[config.mk]
export PLATFORM = sky130hd
export DESIGN_NAME = adc_front
export DESIGN_NICKNAME = d
export VERILOG_FILES = /design/src/adc_pkg.sv /design/src/adc_front.sv
export SDC_FILE = /design/constraint.sdc
export NUM_CORES = 2
export LEC_CHECK = 0
export BUFFER_PORTS_ARGS = -buffer_cell sky130_fd_sc_hd__buf_2
export CAP_MARGIN = 5
export CORE_ASPECT_RATIO = 1.25
export CORE_MARGIN = 1
export CORE_UTILIZATION = 60
export CTS_CLUSTER_DIAMETER = 120
export DETAILED_ROUTE_END_ITERATION = 16
export PLACE_DENSITY_LB_ADDON = 0.2
export SLEW_MARGIN = 25
export SYNTH_ARGS = -nofsm -noshare
export SYNTH_HDL_FRONTEND = slang
export SYNTH_SLANG_ARGS = --single-unit
[constraint.sdc]
create_clock -name clk -period 13.7 [get_ports clk]
set_clock_uncertainty 0.2 [all_clocks]
set_input_delay 0.685 -clock clk [delete_from_list [all_inputs] [get_ports clk]]
set_output_delay 0.685 -clock clk [all_outputs]
set_load 0.005 [all_outputs]
[src/adc_pkg.sv]
`timescale 1ns / 1ps
// shared constants, density table, beat structs and table lookup for the airspeed converter
package adc_pkg;

	// field widths
	localparam int SPEED_W = 16;
	localparam int ALT_W   = 16;
	localparam int OUT_W   = 18;
	localparam int DENS_W  = 16;
	localparam int FEET_W  = 17;

	// conversion direction codes
	localparam logic MODE_TAS_TO_IAS = 1'b0;
	localparam logic MODE_IAS_TO_TAS = 1'b1;

	// altitude binning
	localparam int TABLE_ENTRIES  = 71;
	localparam int BIN_FEET       = 1000;
	localparam int FEET_PER_M_Q14 = 53753;
	localparam int MAX_FEET       = 69999;

	localparam logic [OUT_W-1:0] OUT_MAX = {OUT_W{1'b1}};

	// density table, q1.15, one entry per bin boundary
	localparam int ROM_SIZE = 71;
	localparam int ROM_AW   = $clog2(ROM_SIZE);

	localparam logic [DENS_W-1:0] DENSITY_ROM [ROM_SIZE] = '{
		16'd32768, 16'd32276, 16'd31818, 16'd31359, 16'd30867, 16'd30409, 16'd29950,
		16'd29491, 16'd29065, 16'd28606, 16'd28148, 16'd27722, 16'd27296, 16'd26837,
		16'd26411, 16'd25985, 16'd25559, 16'd25166, 16'd24740, 16'd24314, 16'd23921,
		16'd23527, 16'd23101, 16'd22708, 16'd22315, 16'd21922, 16'd21398, 16'd21168,
		16'd20808, 16'd20414, 16'd20054, 16'd19694, 16'd19300, 16'd18940, 16'd18612,
		16'd18252, 16'd17891, 16'd17465, 16'd17072, 16'd16646, 16'd16253, 16'd15892,
		16'd15499, 16'd15139, 16'd14778, 16'd14418, 16'd14090, 16'd13730, 16'd13402,
		16'd13107, 16'd12780, 16'd12485, 16'd12190, 16'd11895, 16'd11600, 16'd11338,
		16'd11043, 16'd10781, 16'd10551, 16'd10289, 16'd10060, 16'd9798,  16'd9568,
		16'd9339,  16'd9110,  16'd8913,  16'd8684,  16'd8487,  16'd8258,  16'd8061,
		16'd7897
	};

	// item data carried beside the density pipeline
	typedef struct packed {
		logic               func;
		logic [SPEED_W-1:0] speed;
	} adc_side_t;

	// front pipeline result handed to the conversion stage
	typedef struct packed {
		logic               func;
		logic [SPEED_W-1:0] speed;
		logic [DENS_W-1:0]  density;
	} adc_dens_t;

	// one beat moving along the divider cell row
	typedef struct packed {
		logic              func;
		logic              sat;
		logic [DENS_W-1:0] rem;
		logic [DENS_W-1:0] dvsr;
		logic [OUT_W-1:0]  acc;
	} adc_lane_t;

	// reads past the stored entries give the last entry
	function automatic logic [DENS_W-1:0] rom_read(input logic [ROM_AW-1:0] idx);
		logic [DENS_W-1:0] val;
		if (idx >= ROM_AW'(ROM_SIZE - 1)) begin
			val = DENSITY_ROM[ROM_SIZE-1];
		end else begin
			val = DENSITY_ROM[idx];
		end
		return val;
	endfunction

endpackage

[src/adc_front.sv]
`timescale 1ns / 1ps
// altitude to density factor pipeline: feet conversion, binning and table interpolation
module adc_front (
	input  logic                          clk,
	input  logic                          arst_n,
	input  logic                          en,
	input  logic                          item_valid,
	input  logic                          func,
	input  logic [adc_pkg::SPEED_W-1:0]   speed_in,
	input  logic signed [adc_pkg::ALT_W-1:0] altitude_m,
	output logic                          dens_vld,
	output adc_pkg::adc_dens_t            dens
);
	import adc_pkg::*;

	localparam int STAGES  = 10;
	localparam int NUM_MAX = 32768 * BIN_FEET + BIN_FEET / 2;
	localparam int NUM_W   = $clog2(NUM_MAX + 1);
	localparam int DIV_W   = (NUM_W > FEET_W) ? NUM_W : FEET_W;
	localparam longint RECIP_L = (longint'(1) << DIV_W) / BIN_FEET;
	localparam int RECIP_W = $clog2(RECIP_L + 1);
	localparam int REM_W   = $clog2(2 * BIN_FEET);
	localparam int FRAC_W  = (BIN_FEET > 1) ? $clog2(BIN_FEET) : 1;
	localparam int IDX_W   = $clog2(TABLE_ENTRIES);
	localparam int DIFF_W  = DENS_W + 1;
	localparam int SUM_W   = DIV_W + 4;
	localparam int PROD_W  = ALT_W - 1 + 16;

	localparam logic [RECIP_W-1:0] RECIP     = RECIP_W'(RECIP_L);
	localparam logic [DIV_W-1:0]   BIN_D     = DIV_W'(BIN_FEET);
	localparam logic [REM_W-1:0]   BIN_R     = REM_W'(BIN_FEET);
	localparam logic [SUM_W-1:0]   BIN_S     = SUM_W'(BIN_FEET);
	localparam logic [DIV_W-1:0]   LAST_BIN  = DIV_W'(TABLE_ENTRIES - 1);
	localparam logic [IDX_W-1:0]   LAST_IDX  = IDX_W'(TABLE_ENTRIES - 1);
	localparam logic [FEET_W-1:0]  MAX_FT    = FEET_W'(MAX_FEET);
	localparam logic [15:0]        FT_PER_M  = 16'(FEET_PER_M_Q14);

	// floor(x / BIN_FEET) or one less
	function automatic logic [DIV_W-1:0] cdiv_est(input logic [DIV_W-1:0] x);
		logic [DIV_W+RECIP_W-1:0] p;
		p = (DIV_W+RECIP_W)'(x) * (DIV_W+RECIP_W)'(RECIP);
		return DIV_W'(p >> DIV_W);
	endfunction

	logic            vld_s  [1:STAGES];
	adc_side_t       side_s [1:STAGES];

	logic [PROD_W-1:0] prod_s1;
	logic [FEET_W-1:0] feet_s2;
	logic [DIV_W-1:0]  feet_s3, est_s3;
	logic [DIV_W-1:0]  est_s4;
	logic [REM_W-1:0]  rem_s4;
	logic [DIV_W-1:0]  bin_s5;
	logic [FRAC_W-1:0] frac_s5;
	logic [DENS_W-1:0] lo_s6;
	logic signed [DIFF_W-1:0] diff_s6;
	logic [FRAC_W-1:0] frac_s6;
	logic [DIV_W-1:0]  num_s7;
	logic [DIV_W-1:0]  num_s8, est_s8;
	logic [DIV_W-1:0]  est_s9;
	logic [REM_W-1:0]  rem_s9;
	logic [DENS_W-1:0] dens_s10;

	logic [FEET_W-1:0] feet_raw;
	logic              use_last;
	logic [IDX_W-1:0]  lo_idx, hi_idx;
	logic [DENS_W-1:0] lo_val, hi_val;
	logic signed [DIFF_W+FRAC_W:0] dprod;
	logic [SUM_W-1:0]  num_sum;
	logic [DIV_W-1:0]  dens_q;

	always_comb begin
		feet_raw = prod_s1[PROD_W-1:14];
		use_last = bin_s5 >= LAST_BIN;
		lo_idx   = use_last ? LAST_IDX : bin_s5[IDX_W-1:0];
		hi_idx   = use_last ? LAST_IDX : lo_idx + IDX_W'(1);
		lo_val   = rom_read(ROM_AW'(lo_idx));
		hi_val   = rom_read(ROM_AW'(hi_idx));
		dprod    = diff_s6 * $signed({1'b0, frac_s6});
		num_sum  = SUM_W'(lo_s6) * BIN_S + SUM_W'(dprod) + SUM_W'(BIN_FEET / 2);
		dens_q   = (rem_s9 >= BIN_R) ? est_s9 + DIV_W'(1) : est_s9;
	end

	// valid bits
	always_ff @(posedge clk or negedge arst_n) begin
		if (!arst_n) begin
			for (int k = 1; k <= STAGES; k++) vld_s[k] <= 1'b0;
		end else if (en) begin
			vld_s[1] <= item_valid;
			for (int k = 2; k <= STAGES; k++) vld_s[k] <= vld_s[k-1];
		end
	end

	always_ff @(posedge clk) begin
		if (en) begin
			side_s[1] <= '{func: func, speed: speed_in};
			for (int k = 2; k <= STAGES; k++) side_s[k] <= side_s[k-1];

			// metres to feet, negatives give zero
			prod_s1 <= altitude_m[ALT_W-1] ? '0 : PROD_W'(altitude_m[ALT_W-2:0]) * PROD_W'(FT_PER_M);
			feet_s2 <= (feet_raw > MAX_FT) ? MAX_FT : feet_raw;

			// bin and offset within the bin
			feet_s3 <= DIV_W'(feet_s2);
			est_s3  <= cdiv_est(DIV_W'(feet_s2));
			est_s4  <= est_s3;
			rem_s4  <= REM_W'(feet_s3 - est_s3 * BIN_D);
			if (rem_s4 >= BIN_R) begin
				bin_s5  <= est_s4 + DIV_W'(1);
				frac_s5 <= FRAC_W'(rem_s4 - BIN_R);
			end else begin
				bin_s5  <= est_s4;
				frac_s5 <= FRAC_W'(rem_s4);
			end

			// table lookup, beyond the last bin the last entry stands alone
			lo_s6   <= lo_val;
			diff_s6 <= use_last ? '0 : $signed({1'b0, hi_val}) - $signed({1'b0, lo_val});
			frac_s6 <= use_last ? '0 : frac_s5;

			// rounded interpolation
			num_s7 <= num_sum[DIV_W-1:0];
			num_s8 <= num_s7;
			est_s8 <= cdiv_est(num_s7);
			est_s9 <= est_s8;
			rem_s9 <= REM_W'(num_s8 - est_s8 * BIN_D);
			dens_s10 <= (dens_q == '0) ? DENS_W'(1) : DENS_W'(dens_q);
		end
	end

	assign dens_vld = vld_s[STAGES];
	assign dens     = '{func: side_s[STAGES].func, speed: side_s[STAGES].speed,
		density: dens_s10};

endmodule

==> impl_metrics.tcl <==
set metrics [dict create \
    hold_path_end "side_s[0][26]" \
    yosysSeqAreaShare_pct 30.62 \
    synth.cell_area_um2 39350 \
    die_y_um 288.3 \
    cp_common_cell "fa_1" \
    place_congestion 0.9299 \
    grt_first_pass_wirelength_mm 130.8 \
    fp-row-count 104 \
    numCtsBuffers 45 \
    reg2reg_slack_ns 5.01 \
    start_kind "flip-flop" \
    layout.cells.non_filler 4527 \
    synth_flop_cell "edfxtp_1" \
    avgSynthCellArea_um2 10.86 \
    dpl.hpwl_mm 63.36 \
    port_buffers 70 \
    crit_cells 29 \
    hold_start "speed_in[9]" \
    worstPathArrival_ns 8.81 \
    slew_headroom_pct 33.98 \
    path_clk_slew_ns 0.06 \
    area_growth_pct 6.441 \
    clkLatencyLatePin_ns 0.59 \
    drtAntennaViolNets 0 \
    r2r_start "lo_s6[0]" \
    cts_buffer_depth 3 \
    synth_fp_nets 4679 \
    fin_crit_ns 8.693 \
    synth_cells 3624 \
    num-fill-cells 5138 \
    cts_tree "yes" \
    start_util_pct 60.85 \
    wl_per_cell_um 17.61 \
    grt_usage_pct 24.64 \
    yosys_register_bits 403 \
    synth_warnings 0 \
    crit_fanout 5 \
    worst_pin_slew_ns 0.9903 \
    overflow 0 \
    maxCapViolCount 0 \
    cp_top_family "adder cells" \
    die_w_um 231.1 \
    yosysUniqueCellTypes 82 \
    synth_edf_count 393 \
    crit_required_ns 13.82 \
    wirelength_mm 79.73 \
    num_io_pins 71 \
    n_antenna_cell 0 \
    max_freq_ghz 0.1150 \
    synthArstFlopShare_pct 2.481 \
    first_global_vias 26160 \
    nets 4699 \
    drtIter0Drc 1556 \
    antenna_found_initial 0 \
    post_drt_via_cell_ratio 5.611 \
    grt_max_degree 123 \
    layout-drive-gt1-share_pct 5.572 \
    path_class "flip-flop to flip-flop" \
    core_um2 64670 \
    drt-pass1-iter-count 6 \
    final_common_cell "inv_1" \
    ctsResizeCount 0 \
    cts-root-buf "clkbuf_16" \
    rsz0062_at_grt "no" \
    critPathCaptureType "flip-flop" \
    r2r_end "num_s7[24]" \
    setup_tns_ns 0 \
    fin_ws_ns 5.007 \
    dp_cells 4444 \
    cpPeakStageDelay_ns 0.59 \
    critPathBufInv 5 \
    cts_hold_repair.buffers 1 \
    drc_errors 0 \
    fin_crit_sh_pct 63.46 \
    final-hold-violation-count 0 \
    whs_path_depth 1 \
    r2r_cells 29 \
    final_cell_mix "inv_1 (695), ha_1 (619), fa_1 (399)" \
    vias 25400 \
    place_ws_ns 4.972 \
    drv_slew 0 \
    dieArea_um2 66620 \
    htreeDepth 2 \
    status "complete, no violations" \
    setup_violations 0 \
    clock_sinks 403 \
    slowest_stage "fa_1" \
    hold_class "input pin to flip-flop" \
    cts_setup_buffers 0 \
]
-- synth_stat cells (all sizes together), types with 30 or more instances --
| master | count | area [µm²] |
|---|---|---|
| nand3 | 45 | 225.2 |
| fa | 399 | 7988 |
| and2 | 115 | 719.4 |
| nor3 | 57 | 311.5 |
| buf | 40 | 247.7 |
| ha | 619 | 7745 |
| inv | 697 | 2616 |
| nand2 | 207 | 779.5 |
| xnor2 | 119 | 1042 |
| o21ai | 115 | 579.3 |
| xor2 | 49 | 429.2 |
| nor2 | 157 | 596.8 |
| a21oi | 120 | 600.6 |
| edfxtp | 393 | 11800 |
| nand2b | 30 | 187.7 |
| a21o | 35 | 262.8 |
| clkbuf | 81 | 304.0 |
-- flip-flops by register name, summed over array words and instances (netlist names), 9 cells and up --
| signal | flops |
|---|---|
| dens_s10 | 16 |
| feet_s3 | 11 |
| est_s9 | 16 |
| frac_s6 | 10 |
| frac_s5 | 10 |
| vld_s | 9 |
| lo_s6 | 16 |
| side_s | 170 |
| est_s8 | 16 |
| feet_s2 | 17 |
| num_s7 | 25 |
| prod_s1 | 17 |
| diff_s6 | 17 |
| bin_s5 | 9 |
| rem_s4 | 11 |
-- stage by stage --
stage	instance area (µm²)	hold slack [ns]	utilization, %
2_1_floorplan	39350	0.1894	-
3_5_place_dp	40400	0.2045	62.46
6_report	41890	0.09059	64.77
3_3_place_gp	40400	0.2004	62.46
4_1_cts	41890	0.05885	64.77
5_1_grt	41890	0.06517	64.77
-- layer usage --
metal	wire length [µm]	share of wire (%)	track usage (%)
met5	0	0	0
met4	2568	3.2	8.344
met3	3229	4.1	2.903
met2	41990	53	45.65
met1	31940	40	29.49
-- worst reg2reg max path: cells and delay by family, from the launching register on --
family / cells / cell delay, ns
adders and majority gates: 11 / 4.86
AOI/OAI and AO/OA: 5 / 1.17
and+or+nand+nor: 6 / 1.13
DFF: 1 / 0.48
xor gates and xnor gates: 2 / 0.30
buffers and inverters: 5 / 0.28
-- how the worst max path moves through the flow --
stage,startpoint,to,slack (ns)
CTS,lo_s6[0],num_s7[24],4.96
global placement,lo_s6[1],num_s7[24],5.09
finish,lo_s6[0],num_s7[24],5.01
global route,lo_s6[0],num_s7[24],4.48
floorplan,lo_s6[0],num_s7[24],5.50
detailed placement,lo_s6[0],num_s7[24],4.97
-- cells by family (layout without fill, tap and decap cells) --
group,Yosys count,after routing,synth area share (%)
AOI/OAI and AO/OA,484,484,8.146
xor gates and xnor gates,168,168,3.739
adders and majority gates,1019,1019,40.00
buffers and inverters,819,874,8.060
DFF,403,403,30.62
muxes,20,20,0.5564
and+or+nand+nor,711,711,8.874
-- area by class of cell --
class / count / area (µm²) / area share, %
Inverter: 698 / 2620 / 6.255
Timing Repair Buffer: 94 / 546.8 / 1.305
Sequential cell: 403 / 12050 / 28.77
Multi-Input combinational cell: 2402 / 24130 / 57.61
Clock inverter: 29 / 322.8 / 0.7706
Tap cell: 848 / 1061 / 2.533
Clock buffer: 53 / 1156 / 2.760
Power is not shown: default switching activity piles up to over one toggle a cycle in this logic, so the estimate is an artifact.
