--- src/adc_pkg.sv ---
`timescale 1ns / 1ps
// shared constants, density table, beat structs and table lookup for the airspeed converter
package adc_pkg;

	// field widths
	localparam int SPEED_W = 16;
	localparam int ALT_W   = 16;
	localparam int OUT_W   = 18;
	localparam int DENS_W  = 16;
	localparam int FEET_W  = 17;

	// conversion direction codes
	localparam logic MODE_TAS_TO_IAS = 1'b0;
	localparam logic MODE_IAS_TO_TAS = 1'b1;

	// altitude binning
	localparam int TABLE_ENTRIES  = 71;
	localparam int BIN_FEET       = 1000;
	localparam int FEET_PER_M_Q14 = 53753;
	localparam int MAX_FEET       = 69999;

	localparam logic [OUT_W-1:0] OUT_MAX = {OUT_W{1'b1}};

	// density table, q1.15, one entry per bin boundary
	localparam int ROM_SIZE = 71;
	localparam int ROM_AW   = $clog2(ROM_SIZE);

	localparam logic [DENS_W-1:0] DENSITY_ROM [ROM_SIZE] = '{
		16'd32768, 16'd32276, 16'd31818, 16'd31359, 16'd30867, 16'd30409, 16'd29950,
		16'd29491, 16'd29065, 16'd28606, 16'd28148, 16'd27722, 16'd27296, 16'd26837,
		16'd26411, 16'd25985, 16'd25559, 16'd25166, 16'd24740, 16'd24314, 16'd23921,
		16'd23527, 16'd23101, 16'd22708, 16'd22315, 16'd21922, 16'd21398, 16'd21168,
		16'd20808, 16'd20414, 16'd20054, 16'd19694, 16'd19300, 16'd18940, 16'd18612,
		16'd18252, 16'd17891, 16'd17465, 16'd17072, 16'd16646, 16'd16253, 16'd15892,
		16'd15499, 16'd15139, 16'd14778, 16'd14418, 16'd14090, 16'd13730, 16'd13402,
		16'd13107, 16'd12780, 16'd12485, 16'd12190, 16'd11895, 16'd11600, 16'd11338,
		16'd11043, 16'd10781, 16'd10551, 16'd10289, 16'd10060, 16'd9798,  16'd9568,
		16'd9339,  16'd9110,  16'd8913,  16'd8684,  16'd8487,  16'd8258,  16'd8061,
		16'd7897
	};

	// item data carried beside the density pipeline
	typedef struct packed {
		logic               func;
		logic [SPEED_W-1:0] speed;
	} adc_side_t;

	// front pipeline result handed to the conversion stage
	typedef struct packed {
		logic               func;
		logic [SPEED_W-1:0] speed;
		logic [DENS_W-1:0]  density;
	} adc_dens_t;

	// one beat moving along the divider cell row
	typedef struct packed {
		logic              func;
		logic              sat;
		logic [DENS_W-1:0] rem;
		logic [DENS_W-1:0] dvsr;
		logic [OUT_W-1:0]  acc;
	} adc_lane_t;

	// reads past the stored entries give the last entry
	function automatic logic [DENS_W-1:0] rom_read(input logic [ROM_AW-1:0] idx);
		logic [DENS_W-1:0] val;
		if (idx >= ROM_AW'(ROM_SIZE - 1)) begin
			val = DENSITY_ROM[ROM_SIZE-1];
		end else begin
			val = DENSITY_ROM[idx];
		end
		return val;
	endfunction

endpackage

--- src/adc_div_cell.sv ---
`timescale 1ns / 1ps
// one restoring divider cell: resolves one quotient bit and hands the beat on
module adc_div_cell (
	input  logic               clk,
	input  logic               arst_n,
	input  logic               en,
	input  logic               feed_vld,
	input  adc_pkg::adc_lane_t feed,
	output logic               vld,
	output adc_pkg::adc_lane_t lane
);
	import adc_pkg::*;

	logic              vld_q;
	adc_lane_t         lane_q;
	adc_lane_t         nxt;
	logic [DENS_W:0]   trial;
	logic              fits;

	always_comb begin
		nxt   = feed;
		trial = {feed.rem, feed.acc[OUT_W-1]};
		fits  = trial >= {1'b0, feed.dvsr};
		// only unsaturated divides iterate, other beats pass untouched
		if (feed.func == MODE_IAS_TO_TAS && !feed.sat) begin
			nxt.rem = fits ? DENS_W'(trial - {1'b0, feed.dvsr}) : DENS_W'(trial);
			nxt.acc = {feed.acc[OUT_W-2:0], fits};
		end
	end

	always_ff @(posedge clk or negedge arst_n) begin
		if (!arst_n) begin
			vld_q <= 1'b0;
		end else if (en) begin
			vld_q <= feed_vld;
		end
	end

	always_ff @(posedge clk) begin
		if (en) begin
			lane_q <= nxt;
		end
	end

	assign vld  = vld_q;
	assign lane = lane_q;

endmodule

--- config.mk ---
export PLATFORM = sky130hd
export DESIGN_NAME = adc_div_cell
export DESIGN_NICKNAME = d
export VERILOG_FILES = /design/src/adc_pkg.sv /design/src/adc_div_cell.sv
export SDC_FILE = /design/constraint.sdc
export NUM_CORES = 1
export LEC_CHECK = 0
export BUFFER_PORTS_ARGS = -buffer_cell sky130_fd_sc_hd__buf_2
export CELL_PAD_IN_SITES_DETAIL_PLACEMENT = 0
export CELL_PAD_IN_SITES_GLOBAL_PLACEMENT = 1
export CORE_UTILIZATION = 37
export CTS_BUF_LIST = sky130_fd_sc_hd__clkbuf_16
export DETAILED_ROUTE_END_ITERATION = 6
export PLACE_DENSITY = 0.86
export SYNTH_ARGS = -nofsm -noshare
export SYNTH_HDL_FRONTEND = slang
export SYNTH_SLANG_ARGS = --single-unit
--- constraint.sdc ---
create_clock -name clk -period 1.1 [get_ports clk]
set_clock_uncertainty 0.1 [all_clocks]
set_input_delay 0.275 -clock clk [delete_from_list [all_inputs] [get_ports clk]]
set_output_delay 0.275 -clock clk [all_outputs]
set_load 0.01 [all_outputs]
==> impl_metrics.xml, run 1 <==
<?xml version="1.0" encoding="UTF-8"?>
<metrics>
  <group name="worst_setup_path">
    <metric name="worstReg2RegStart" unit="">vld</metric>
    <metric name="timing.critical_path.from_type" unit="">input pin</metric>
    <metric name="required" unit="ns">1.12</metric>
    <metric name="r2r.worst_path.cells" unit="">1</metric>
    <metric name="r2r_end" unit="">vld</metric>
    <metric name="crit_arrival" unit="ns">2.08</metric>
    <metric name="startpoint" unit="">feed[17]</metric>
    <metric name="timing.critical_path.slowest_stage_cell" unit="">sky130_fd_sc_hd__fa_2</metric>
    <metric name="setup.worst_path.class" unit="">input pin to flip-flop</metric>
    <metric name="critical_path.cell_chain" unit="">buf_12 -&gt; inv_12 -&gt; ha_4 -&gt; inv_2 -&gt; fa_2 -&gt; a211oi_2 -&gt; o21ai_2 -&gt; a2111oi_2 -&gt; nor3_1 -&gt; xnor2_1 -&gt; o31ai_1</metric>
    <metric name="cp_slowest_stage_delay" unit="ns">0.34</metric>
    <metric name="critPathCaptureType" unit="">flip-flop</metric>
    <metric name="critical_path_maximum_fanout" unit="">4</metric>
    <metric name="worst-r2r-setup-slack" unit="ns">0.26</metric>
  </group>
  <group name="layout">
    <metric name="area_growth_syn_to_layout" unit="%">75.14</metric>
    <metric name="diodes" unit="">0</metric>
    <metric name="n_fill_cell" unit="">617</metric>
    <metric name="final_layout_net_count" unit="">599</metric>
    <metric name="layout.cell_area.non_filler" unit="mm2">0.005527</metric>
    <metric name="layout-drive-gt1-share" unit="%">56.93</metric>
  </group>
  <group name="grt">
    <metric name="grt_pass1_wl" unit="mm">15.58</metric>
    <metric name="total_grt_usage" unit="%">22.77</metric>
    <metric name="globalRouteMet3Util" unit="%">3.704</metric>
    <metric name="groute.layer.met1.usage" unit="%">27.22</metric>
    <metric name="use_met2" unit="%">40.82</metric>
    <metric name="grt_start_max_net_pins" unit="">40</metric>
    <metric name="grt_most_used_layer" unit="">met2</metric>
    <metric name="grt_pass1_vias" unit="">3216</metric>
    <metric name="global_route.overflow_total" unit="">0</metric>
    <metric name="grt_antenna_before_repair" unit="">0</metric>
  </group>
  <group name="place">
    <metric name="detailed_place.area" unit="mm2">0.004631</metric>
    <metric name="pre_cts_ws" unit="ns">-1.288</metric>
    <metric name="port_buffers" unit="">108</metric>
    <metric name="routabilityCongestion" unit="">0.9434</metric>
    <metric name="hpwlAfterDp" unit="mm">6.925</metric>
  </group>
  <group name="sta">
    <metric name="pin_slew_with_the_least_headroom_to_its_limit" unit="ns">0.5440</metric>
    <metric name="slew_viol_final" unit="">0</metric>
    <metric name="rsz0062_at_grt" unit="">yes</metric>
    <metric name="slew_headroom" unit="%">63.35</metric>
    <metric name="whs" unit="ns">0.06132</metric>
    <metric name="achievable-frequency" unit="GHz">0.4848</metric>
    <metric name="hold_viol" unit="">0</metric>
    <metric name="worst_slack" unit="ns">-0.9626</metric>
    <metric name="timing.final.setup_violations" unit="">70</metric>
    <metric name="post-route-min-period" unit="ns">2.063</metric>
    <metric name="post_route_fraction_of_the_period_consumed_by_the_critical_path" unit="%">187.5</metric>
  </group>
  <group name="clocking">
    <metric name="htree_levels" unit="">2</metric>
    <metric name="clock_tree.root_cell" unit="">sky130_fd_sc_hd__clkbuf_16</metric>
    <metric name="tritoncts" unit="">done</metric>
    <metric name="tritoncts.num_buffers" unit="">5</metric>
    <metric name="clock-sinks" unit="">53</metric>
    <metric name="clock_transition_at_the_register_clock_pins_on_the_worst_setup_and_hold_paths_after_cts" unit="ns">0.07</metric>
    <metric name="clk_latency" unit="ns">0.28</metric>
    <metric name="clk_path_buf_depth" unit="">2</metric>
  </group>
  <group name="routing">
    <metric name="route.detailed.vias_per_inst" unit="">5.214</metric>
    <metric name="antenna_left" unit="">0</metric>
    <metric name="routed-via-count" unit="">3295</metric>
    <metric name="drt-total-wl" unit="mm">10.32</metric>
    <metric name="number_of_detailed_route_iterations_in_the_first_pass" unit="">4</metric>
    <metric name="initialDrtViolationCount" unit="">137</metric>
    <metric name="routedWlPerCell" unit="um">16.33</metric>
    <metric name="drc_errors" unit="">0</metric>
  </group>
  <group name="yosys">
    <metric name="number_of_flip_flops_and_latches_in_the_synthesized_netlist" unit="">53</metric>
    <metric name="synthDistinctLibCells" unit="">45</metric>
    <metric name="synth_area_leaders" unit="">sky130_fd_sc_hd__edfxtp_1, sky130_fd_sc_hd__nand2_1, sky130_fd_sc_hd__ha_1</metric>
    <metric name="postSynth.asyncResetShare" unit="%">1.887</metric>
    <metric name="synth.net_count" unit="">397</metric>
    <metric name="synth_top_area_share" unit="%">49.48</metric>
    <metric name="dominant_cell_type_by_area_after_synthesis" unit="">sky130_fd_sc_hd__edfxtp_1</metric>
    <metric name="yosys_warnings" unit="">0</metric>
    <metric name="syn_area_per_cell" unit="um2">9.739</metric>
    <metric name="syn-instance-count" unit="">324</metric>
    <metric name="synth.most_common_cell" unit="">sky130_fd_sc_hd__nand2_1</metric>
    <metric name="synth.cells.most_frequent" unit="">sky130_fd_sc_hd__nand2_1, sky130_fd_sc_hd__edfxtp_1, sky130_fd_sc_hd__nor2_1</metric>
    <metric name="ys.flop_type" unit="">sky130_fd_sc_hd__edfxtp_1</metric>
    <metric name="post_synth_instance_area" unit="mm2">0.003156</metric>
    <metric name="synth-edff-count" unit="">52</metric>
    <metric name="synth_sequential_area_ratio" unit="%">50.28</metric>
  </group>
  <group name="die">
    <metric name="core.rowCount" unit="">33</metric>
    <metric name="die_height" unit="um">94.35</metric>
    <metric name="initial_utilization" unit="%">38.40</metric>
    <metric name="design.die.area" unit="mm2">0.008902</metric>
    <metric name="boundaryPins" unit="">109</metric>
    <metric name="core_region_area" unit="mm2">0.008217</metric>
    <metric name="die_width" unit="um">94.35</metric>
  </group>
  <group name="run">
    <metric name="drv_cap" unit="">0</metric>
  </group>
  <group name="worst_hold_path">
    <metric name="timing.hold.worst_path_depth" unit="">1</metric>
    <metric name="hold_path.class" unit="">input pin to flip-flop</metric>
    <metric name="min-delay-start" unit="">feed[21]</metric>
    <metric name="worstHoldEndpoint" unit="">lane[21]</metric>
  </group>
  <group name="status">
    <metric name="outcome" unit="">complete, but fails checks</metric>
    <metric name="failed_checks" unit="">negative setup slack</metric>
  </group>
  <group name="power">
    <metric name="leakage_power_of_the_design" unit="nW">2.409</metric>
    <metric name="max-vdd-ir-drop" unit="mV">0.7079</metric>
    <metric name="powerDensity" unit="mW/mm2">1167</metric>
  </group>
</metrics>
timing repair:
action / 4_1_cts / 5_1_grt
hold endpoints to repair: 1 / 0
gates resized for setup: 106 / 20
pin swaps: 49 / 25
buffers inserted: 22 / 6
hold buffers: 1 / 0
gates cloned: 1 / 0
setup endpoints to repair: 70 / 70
final cells by class:
| type | instances | area (um2) | area share, % |
|---|---|---|---|
| clock buffers | 5 | 125.1 | 2.264 |
| clock inverters | 3 | 42.54 | 0.7698 |
| inverters | 18 | 102.6 | 1.856 |
| multi-input cells | 239 | 1977 | 35.77 |
| flip-flops and latches | 53 | 1587 | 28.71 |
| well taps | 105 | 131.4 | 2.377 |
| repair buffers | 209 | 1562 | 28.25 |
critical path, delay by kind of cell:
family / cells / cell delay (ns)
AOI/OAI and AO/OA: 4 / 0.91
xor gates and xnor gates: 1 / 0.13
adders and majority gates: 2 / 0.47
buffers and inverters: 3 / 0.19
and+or+nand+nor: 1 / 0.11
flip-flops by register name, indices dropped and copies added, names as in the netlist:
register	cells
vld	1
lane	52
metal layers:
layer  part of all wire (%)  up-vias
met3                    6.4       24
li1                       -     1584
met4                    2.6        0
met1                     40     1531
met2                     51      156
met5                      0        -
worst max-delay path by stage:
stage | to | slack (ns)
3_3_place_gp | lane[36] | -1.26
4_1_cts | lane[46] | -0.93
6_report | lane[46] | -0.96
2_1_floorplan | lane[46] | -1.0
5_1_grt | lane[46] | -1.01
3_5_place_dp | lane[46] | -1.29
stage by stage:
| stage | TNS (ns) | util, % | total power (W) | instances |
|---|---|---|---|---|
| 4_1_cts | -16.70 | 65.71 | 0.006337 | 627 |
| 3_3_place_gp | -22.96 | 56.36 | 0.004182 | 598 |
| 5_1_grt | -19.37 | 67.26 | 0.006707 | 632 |
| 3_5_place_dp | -23.43 | 56.36 | 0.004215 | 598 |
| 2_1_floorplan | -15.71 | - | 0.003439 | 324 |
| 6_report | -17.00 | 67.26 | 0.006447 | 632 |
kinds of logic (layout without fill, tap and decap cells):
logic type,after synthesis,count (layout),share of synthesized area (%)
flip-flops,53,53,50.28
adder cells (fa/ha/maj),17,17,6.979
AND/OR/NAND/NOR,124,124,16.89
multiplexers,2,2,0.6741
XOR/XNOR,8,8,2.221
buffers and inverters,33,235,4.401
AO/OA/AOI/OAI,87,88,18.56
report_power, final:
| group | internal, W | leakage (nW) | switching [W] |
|---|---|---|---|
| combinational | 0.00108 | 1.80 | 0.00110 |
| clock | 0.00107 | 0.0852 | 0.000721 |
| sequential | 0.00243 | 0.520 | 0.0000388 |
| total | 0.00459 | 2.41 | 0.00186 |
cells in the final DEF (no fill, tap or decap), drive strengths merged, types with 2 or more instances in the layout:
cell type  instances
a21oi             18
a31o               2
o21a               3
ha                16
and3               2
a211o              3
nand2b             4
inv               19
buf              207
nor2b              2
o21ai             22
a31oi             13
xnor2              5
or3                3
xor2               3
and2               2
o211ai             7
a21o               8
nand2             65
edfxtp            52
nand4              2
nor2              23
a211oi             6
nand3             14
nor3               6
clkbuf             6
Note: power is estimated with default switching activity, not from simulation.
==> inputs of run 2 (changes only) <==
SETUP_SLACK_MARGIN = 0.4   (was not set)
==> run 2 against run 1 <==
Effect of this change:
- the flow still finishes with violations (negative setup slack)
- global-route usage increased by 0.95 points
- fmax decreased by 1.2%
- clock power about the same
- sequential cell count unchanged
- critical path type unchanged
- largest cell class unchanged
==> impl_metrics.xml, run 2 (synthesized netlist as in run 1, its figures left out) <==
<?xml version="1.0" encoding="UTF-8"?>
<metrics>
  <group name="status">
    <metric name="outcome" unit="">complete, but fails checks</metric>
    <metric name="failed_checks" unit="">negative setup slack</metric>
  </group>
  <group name="power">
    <metric name="switching_portion_of_total_power" unit="%">29.00</metric>
    <metric name="seqPwrFrac" unit="%">37.4</metric>
    <metric name="power.net_switching" unit="W">0.001920</metric>
    <metric name="power_frac_clock" unit="%">27.5</metric>
    <metric name="max-vdd-ir-drop" unit="mV">0.7272</metric>
    <metric name="power.combinational.fraction" unit="%">35.1</metric>
    <metric name="leakage_power_of_the_design" unit="nW">2.593</metric>
    <metric name="power_report.internal_total" unit="W">0.004701</metric>
    <metric name="powerDensity" unit="mW/mm2">1121</metric>
  </group>
  <group name="place">
    <metric name="dpl.cell_count" unit="">598</metric>
    <metric name="detailed_place.area" unit="mm2">0.004631</metric>
    <metric name="port_buffers" unit="">108</metric>
    <metric name="hpwlAfterDp" unit="mm">6.925</metric>
    <metric name="routabilityCongestion" unit="">0.9434</metric>
  </group>
  <group name="layout">
    <metric name="final_common_cell" unit="">sky130_fd_sc_hd__buf_2</metric>
    <metric name="multi_input_comb_area" unit="mm2">0.002073</metric>
    <metric name="layout.area.seq" unit="mm2">0.001587</metric>
    <metric name="diodes" unit="">0</metric>
    <metric name="finish.cell_count_without_fillers" unit="">643</metric>
    <metric name="flip_flop_count_of_the_largest_register_after_layout" unit="">52</metric>
    <metric name="layout.cell_area.non_filler" unit="mm2">0.005907</metric>
    <metric name="area_growth_syn_to_layout" unit="%">87.19</metric>
    <metric name="final_layout_net_count" unit="">610</metric>
    <metric name="layout_common_cells" unit="">sky130_fd_sc_hd__buf_2, sky130_fd_sc_hd__buf_4, sky130_fd_sc_hd__edfxtp_1</metric>
    <metric name="n_fill_cell" unit="">547</metric>
    <metric name="layout-drive-gt1-share" unit="%">62.83</metric>
  </group>
  <group name="sta">
    <metric name="achievable-frequency" unit="GHz">0.4791</metric>
    <metric name="rsz0062_at_grt" unit="">yes</metric>
    <metric name="worst_slack" unit="ns">-0.9874</metric>
    <metric name="post-route-min-period" unit="ns">2.087</metric>
    <metric name="whs" unit="ns">0.05770</metric>
    <metric name="slew_headroom" unit="%">66.05</metric>
    <metric name="post_route_fraction_of_the_period_consumed_by_the_critical_path" unit="%">189.8</metric>
    <metric name="timing.setup.tns" unit="ns">-17.96</metric>
    <metric name="timing.final.setup_violations" unit="">70</metric>
    <metric name="pin_slew_with_the_least_headroom_to_its_limit" unit="ns">0.5039</metric>
    <metric name="hold_viol" unit="">0</metric>
    <metric name="slew_viol_final" unit="">0</metric>
  </group>
  <group name="clocking">
    <metric name="clk_path_buf_depth" unit="">2</metric>
    <metric name="clk_latency" unit="ns">0.28</metric>
    <metric name="tritoncts.num_buffers" unit="">5</metric>
    <metric name="htree_levels" unit="">2</metric>
    <metric name="clock-sinks" unit="">53</metric>
    <metric name="clock_transition_at_the_register_clock_pins_on_the_worst_setup_and_hold_paths_after_cts" unit="ns">0.07</metric>
    <metric name="clock_tree.root_cell" unit="">sky130_fd_sc_hd__clkbuf_16</metric>
    <metric name="tritoncts" unit="">done</metric>
  </group>
  <group name="worst_setup_path">
    <metric name="critical_path_maximum_fanout" unit="">4</metric>
    <metric name="setup.worst_path.class" unit="">input pin to flip-flop</metric>
    <metric name="required" unit="ns">1.12</metric>
    <metric name="crit_arrival" unit="ns">2.11</metric>
    <metric name="worst-r2r-setup-slack" unit="ns">0.25</metric>
    <metric name="timing.critical_path.from_type" unit="">input pin</metric>
    <metric name="critPathCaptureType" unit="">flip-flop</metric>
  </group>
  <group name="grt">
    <metric name="grt_antenna_before_repair" unit="">0</metric>
    <metric name="global_route.overflow_total" unit="">0</metric>
    <metric name="grt_pass1_wl" unit="mm">16.26</metric>
    <metric name="grt_pass1_vias" unit="">3367</metric>
    <metric name="grt_start_max_net_pins" unit="">25</metric>
    <metric name="total_grt_usage" unit="%">23.72</metric>
  </group>
  <group name="worst_hold_path">
    <metric name="hold_path.class" unit="">input pin to flip-flop</metric>
  </group>
  <group name="routing">
    <metric name="antenna_left" unit="">0</metric>
    <metric name="number_of_detailed_route_iterations_in_the_first_pass" unit="">5</metric>
    <metric name="drt-total-wl" unit="mm">10.84</metric>
    <metric name="routed-via-count" unit="">3373</metric>
    <metric name="routedWlPerCell" unit="um">16.85</metric>
    <metric name="drc_errors" unit="">0</metric>
    <metric name="initialDrtViolationCount" unit="">146</metric>
    <metric name="route.detailed.vias_per_inst" unit="">5.246</metric>
  </group>
  <group name="die">
    <metric name="core.rowCount" unit="">33</metric>
    <metric name="initial_utilization" unit="%">38.40</metric>
    <metric name="core_region_area" unit="mm2">0.008217</metric>
    <metric name="boundaryPins" unit="">109</metric>
    <metric name="die_width" unit="um">94.35</metric>
    <metric name="die_height" unit="um">94.35</metric>
    <metric name="design.die.area" unit="mm2">0.008902</metric>
  </group>
  <group name="run">
    <metric name="drv_cap" unit="">0</metric>
  </group>
</metrics>
==> run 2: cell types whose count changed in the layout (fill, tap and decap cells not counted), sizes merged <==
cell | before | now
buf | 207 | 218
==> run 2: cell type report <==
class	instances	area share [%]
multi-input cells	239	35.10
repair buffers	220	31.29
flip-flops and latches	53	26.86
well taps	105	2.224
clock buffers	5	2.118
inverters	18	1.695
clock inverters	3	0.7202
==> run 2: critical path, cell delays in order <==
cell	delay (ns)
sky130_fd_sc_hd__buf_12	0.11
sky130_fd_sc_hd__inv_12	0.04
sky130_fd_sc_hd__ha_4	0.13
sky130_fd_sc_hd__inv_2	0.04
sky130_fd_sc_hd__fa_2	0.36
sky130_fd_sc_hd__a211oi_4	0.26
sky130_fd_sc_hd__o21ai_2	0.13
sky130_fd_sc_hd__a2111oi_2	0.33
sky130_fd_sc_hd__nor3_1	0.11
sky130_fd_sc_hd__xnor2_1	0.13
sky130_fd_sc_hd__o31ai_1	0.19
==> run 2: path summary, 6_finish.rpt <==
| path | start | endpoint | cells past startpoint |
|---|---|---|---|
| setup / recovery | feed[17] | lane[46] | 11 |
| hold / removal | feed[22] | lane[22] | 1 |
| setup reg to reg | vld | vld | 1 |
| hold reg to reg | vld | vld | 1 |
| max in group asynchronous | arst_n | vld | 2 |
| min in group asynchronous | arst_n | vld | 2 |
==> run 2: routing by layer <==
metal	GRT usage (%)	vias to the layer above	share of wire (%)
met5	0	-	0
met4	7.692	0	3.0
met3	3.704	25	6.6
met2	42.87	147	51
met1	28.62	1584	39
li1	-	1617	-
==> run 2: what timing repair did <==
item                                    in CTS  in global routing
hold endpoints to repair                     1                  0
hold buffers                                 1                  0
endpoints found under the setup margin     140                 88
cloned                                       6                  1
pin swaps                                   76                 34
gates resized for setup                    142                 45
buffers inserted                            22                  7
==> run 2: power groups by stage <==
stage          Sequential (W)  Combinational [W]  Clock (W)
5_1_grt               0.00249            0.00248    0.00190
3_5_place_dp          0.00252            0.00169          0
2_1_floorplan         0.00263           0.000805          0
4_1_cts               0.00248            0.00215    0.00182
3_3_place_gp          0.00252            0.00167          0
6_report              0.00248            0.00233    0.00182
==> run 2: stage by stage <==
stage | worst slack (ns) | total power [W] | utilization [%]
6_report | -0.9874 | 0.006622 | 71.89
4_1_cts | -0.9296 | 0.006446 | 68.77
5_1_grt | -1.080 | 0.006872 | 71.89
3_5_place_dp | -1.288 | 0.004215 | 56.36
3_3_place_gp | -1.256 | 0.004182 | 56.36
2_1_floorplan | -0.9972 | 0.003439 | -
==> inputs of run 3 (changes only) <==
--- a/config.mk
+++ b/config.mk
@@ -12,5 +12,5 @@
 export CTS_BUF_LIST = sky130_fd_sc_hd__clkbuf_16
 export DETAILED_ROUTE_END_ITERATION = 6
-export PLACE_DENSITY = 0.86
+export PLACE_DENSITY = 0.82
 export SETUP_SLACK_MARGIN = 0.4
 export SYNTH_ARGS = -nofsm -noshare
==> constraint.sdc (replaced) <==
create_clock -name clk -period 1.1 [get_ports clk]
set_clock_uncertainty 0.1 [all_clocks]
set_input_delay 0.275 -clock clk [delete_from_list [all_inputs] [get_ports clk]]
set_output_delay 0.275 -clock clk [all_outputs]
set_load 0.005 [all_outputs]
==> run 3 against run 2 <==
Effect of this change:
- the run still ends with negative setup slack left
- clock power shrank 3%
- sequential cell count is the same
- setup slack lost 0.068 ns
- final cell count shrank 1.9%
- clock-buffer cell count is the same
- sequential power is essentially flat
- global-route usage shrank 2.0 points
- via count shrank 3.2%
- highest routed layer unchanged
- critical path depth is the same
==> impl_metrics.xml, run 3 (synthesized netlist as in run 1, its figures left out) <==
<?xml version="1.0" encoding="UTF-8"?>
<metrics>
  <group name="place">
    <metric name="port_buffers" unit="">108</metric>
    <metric name="hpwlAfterDp" unit="mm">6.890</metric>
    <metric name="detailed_place.area" unit="mm2">0.004581</metric>
    <metric name="pre_cts_ws" unit="ns">-1.277</metric>
    <metric name="routabilityCongestion" unit="">0.9105</metric>
  </group>
  <group name="sta">
    <metric name="achievable-frequency" unit="GHz">0.4640</metric>
    <metric name="post-route-min-period" unit="ns">2.155</metric>
    <metric name="post_route_fraction_of_the_period_consumed_by_the_critical_path" unit="%">195.9</metric>
    <metric name="worst_slack" unit="ns">-1.055</metric>
    <metric name="pin_slew_with_the_least_headroom_to_its_limit" unit="ns">0.5055</metric>
    <metric name="slew_viol_final" unit="">0</metric>
    <metric name="rsz0062_at_grt" unit="">yes</metric>
    <metric name="slew_headroom" unit="%">65.94</metric>
    <metric name="hold_viol" unit="">0</metric>
    <metric name="timing.final.setup_violations" unit="">70</metric>
  </group>
  <group name="die">
    <metric name="boundaryPins" unit="">109</metric>
    <metric name="initial_utilization" unit="%">38.40</metric>
    <metric name="die_height" unit="um">94.35</metric>
    <metric name="core_region_area" unit="mm2">0.008217</metric>
    <metric name="die_width" unit="um">94.35</metric>
    <metric name="design.die.area" unit="mm2">0.008902</metric>
    <metric name="core.rowCount" unit="">33</metric>
  </group>
  <group name="clocking">
    <metric name="clock_transition_at_the_register_clock_pins_on_the_worst_setup_and_hold_paths_after_cts" unit="ns">0.07</metric>
    <metric name="htree_levels" unit="">2</metric>
    <metric name="tritoncts.num_buffers" unit="">5</metric>
    <metric name="tritoncts" unit="">done</metric>
    <metric name="clk_path_buf_depth" unit="">2</metric>
    <metric name="clock-sinks" unit="">53</metric>
    <metric name="clk_latency" unit="ns">0.29</metric>
    <metric name="clock_tree.root_cell" unit="">sky130_fd_sc_hd__clkbuf_16</metric>
  </group>
  <group name="layout">
    <metric name="flip_flop_count_of_the_largest_register_after_layout" unit="">52</metric>
    <metric name="layout.cell_area.non_filler" unit="mm2">0.005518</metric>
    <metric name="layout-drive-gt1-share" unit="%">58.56</metric>
    <metric name="finish.utilization" unit="%">67.15</metric>
    <metric name="diodes" unit="">0</metric>
    <metric name="final_common_cell" unit="">sky130_fd_sc_hd__buf_2</metric>
    <metric name="n_fill_cell" unit="">634</metric>
    <metric name="layout_common_cells" unit="">sky130_fd_sc_hd__buf_2, sky130_fd_sc_hd__buf_4, sky130_fd_sc_hd__edfxtp_1</metric>
    <metric name="final_layout_net_count" unit="">598</metric>
    <metric name="multi_input_comb_area" unit="mm2">0.001978</metric>
    <metric name="layout.area.seq" unit="mm2">0.001587</metric>
    <metric name="area_growth_syn_to_layout" unit="%">74.86</metric>
  </group>
  <group name="worst_setup_path">
    <metric name="worst-r2r-setup-slack" unit="ns">0.26</metric>
    <metric name="required" unit="ns">1.11</metric>
    <metric name="critical_path.cell_chain" unit="">buf_12 -&gt; inv_12 -&gt; ha_4 -&gt; inv_2 -&gt; fa_2 -&gt; a211oi_4 -&gt; o21ai_4 -&gt; a2111oi_4 -&gt; nor3_1 -&gt; xnor2_1 -&gt; o31ai_1</metric>
    <metric name="worst_path_dominant_cell_family" unit="">compound AO/OA/AOI/OAI gates</metric>
    <metric name="setup.worst_path.class" unit="">input pin to flip-flop</metric>
    <metric name="cp_num_buf_inv" unit="">3</metric>
    <metric name="worstReg2RegStart" unit="">vld</metric>
    <metric name="cp_slowest_stage_delay" unit="ns">0.36</metric>
    <metric name="r2r_end" unit="">vld</metric>
    <metric name="r2r.worst_path.cells" unit="">1</metric>
    <metric name="crit_arrival" unit="ns">2.16</metric>
    <metric name="timing.critical_path.slowest_stage_cell" unit="">sky130_fd_sc_hd__fa_2</metric>
    <metric name="critPathCaptureType" unit="">flip-flop</metric>
    <metric name="critical_path_maximum_fanout" unit="">4</metric>
    <metric name="timing.critical_path.from_type" unit="">input pin</metric>
  </group>
  <group name="power">
    <metric name="leakage_power_of_the_design" unit="nW">2.408</metric>
    <metric name="power.net_switching" unit="W">0.001735</metric>
    <metric name="power_frac_clock" unit="%">28.1</metric>
    <metric name="powerDensity" unit="mW/mm2">1140</metric>
    <metric name="power_report.internal_total" unit="W">0.004556</metric>
    <metric name="max-vdd-ir-drop" unit="mV">0.8601</metric>
    <metric name="power.combinational.fraction" unit="%">32.4</metric>
    <metric name="switching_portion_of_total_power" unit="%">27.58</metric>
    <metric name="seqPwrFrac" unit="%">39.4</metric>
  </group>
  <group name="run">
    <metric name="drv_cap" unit="">0</metric>
  </group>
  <group name="routing">
    <metric name="initialDrtViolationCount" unit="">134</metric>
    <metric name="drc_errors" unit="">0</metric>
    <metric name="route.detailed.vias_per_inst" unit="">5.173</metric>
    <metric name="routedWlPerCell" unit="um">16.09</metric>
    <metric name="antenna_left" unit="">0</metric>
    <metric name="number_of_detailed_route_iterations_in_the_first_pass" unit="">4</metric>
    <metric name="drt-total-wl" unit="mm">10.15</metric>
    <metric name="routed-via-count" unit="">3264</metric>
  </group>
  <group name="worst_hold_path">
    <metric name="hold_path.class" unit="">input pin to flip-flop</metric>
    <metric name="worstHoldEndpoint" unit="">lane[22]</metric>
    <metric name="timing.hold.worst_path_depth" unit="">1</metric>
    <metric name="min-delay-start" unit="">feed[22]</metric>
  </group>
  <group name="grt">
    <metric name="global_route.overflow_total" unit="">0</metric>
    <metric name="grt_antenna_before_repair" unit="">0</metric>
    <metric name="grt_start_max_net_pins" unit="">30</metric>
    <metric name="grt_pass1_wl" unit="mm">14.81</metric>
    <metric name="total_grt_usage" unit="%">21.72</metric>
    <metric name="grt_pass1_vias" unit="">3132</metric>
  </group>
  <group name="status">
    <metric name="outcome" unit="">complete, but fails checks</metric>
    <metric name="failed_checks" unit="">negative setup slack</metric>
  </group>
</metrics>
[run 3: cell count changes in the layout (fill, tap and decap cells not counted), moves of 3 or more]
cell and delta:
sky130_fd_sc_hd__buf_6 -19, sky130_fd_sc_hd__buf_2 +13, sky130_fd_sc_hd__nand2_1 +10, sky130_fd_sc_hd__buf_12 -6, sky130_fd_sc_hd__nand2_4 -6, sky130_fd_sc_hd__nand2_2 -4
sky130_fd_sc_hd__o21ai_2 -4, sky130_fd_sc_hd__a21oi_2 +3, sky130_fd_sc_hd__nand3_1 +3, sky130_fd_sc_hd__nand3_2 -3
[run 3: worst max-delay path by stage]
| stage | from | depth (start not counted) | slack (ns) | end |
|---|---|---|---|---|
| 4_1_cts | feed[17] | 11 | -0.93 | lane[46] |
| 6_report | feed[17] | 11 | -1.06 | lane[46] |
| 5_1_grt | feed[17] | 11 | -1.08 | lane[46] |
| 3_3_place_gp | feed[26] | 10 | -1.27 | lane[49] |
| 3_5_place_dp | feed[17] | 11 | -1.28 | lane[46] |
| 2_1_floorplan | feed[17] | 10 | -1.0 | lane[46] |
[run 3: repair_timing]
item,in CTS,in global routing
cloned,5,1
endpoints found under the setup margin,140,88
hold buffers,1,0
gates resized for setup,91,33
pin swaps,53,11
buffers inserted,15,3
endpoints found under the hold margin,1,0
[run 3: area by class of cell]
cell class / count / area share (%)
clock inverter: 3 / 0.7710
tap: 105 / 2.381
timing repair buffer: 208 / 28.25
inverter: 18 / 1.723
sequential: 53 / 28.75
clock buffer: 5 / 2.268
multi-input combinational: 239 / 35.85
[run 3: stage by stage]
step	setup TNS [ns]	cells	hold WS (ns)	power, W
5_1_grt	-20.27	631	0.05480	0.006585
6_report	-17.19	631	0.06183	0.006290
2_1_floorplan	-15.71	324	-0.1206	0.003361
4_1_cts	-16.61	627	0.06168	0.006174
3_5_place_dp	-22.96	598	-0.04735	0.004114
3_3_place_gp	-22.84	598	-0.05066	0.004081
[run 3: power by group through the flow]
stage                     Clock (W)  Sequential (W)  Combinational (W)
after floorplan                   0         0.00256           0.000805
after global placement            0         0.00252            0.00156
after detailed placement          0         0.00253            0.00159
after CTS                   0.00178         0.00248            0.00191
after global routing        0.00187         0.00250            0.00221
final                       0.00177         0.00248            0.00204
[run 3: routing by layer]
| layer | global-route usage [%] | wire (um) | vias up |
|---|---|---|---|
| met5 | 0 | 0 | - |
| met4 | 6.282 | 188 | 0 |
| met3 | 3.140 | 560 | 18 |
| met2 | 39.43 | 5336 | 116 |
| met1 | 26.51 | 4068 | 1554 |
| li1 | - | - | 1576 |
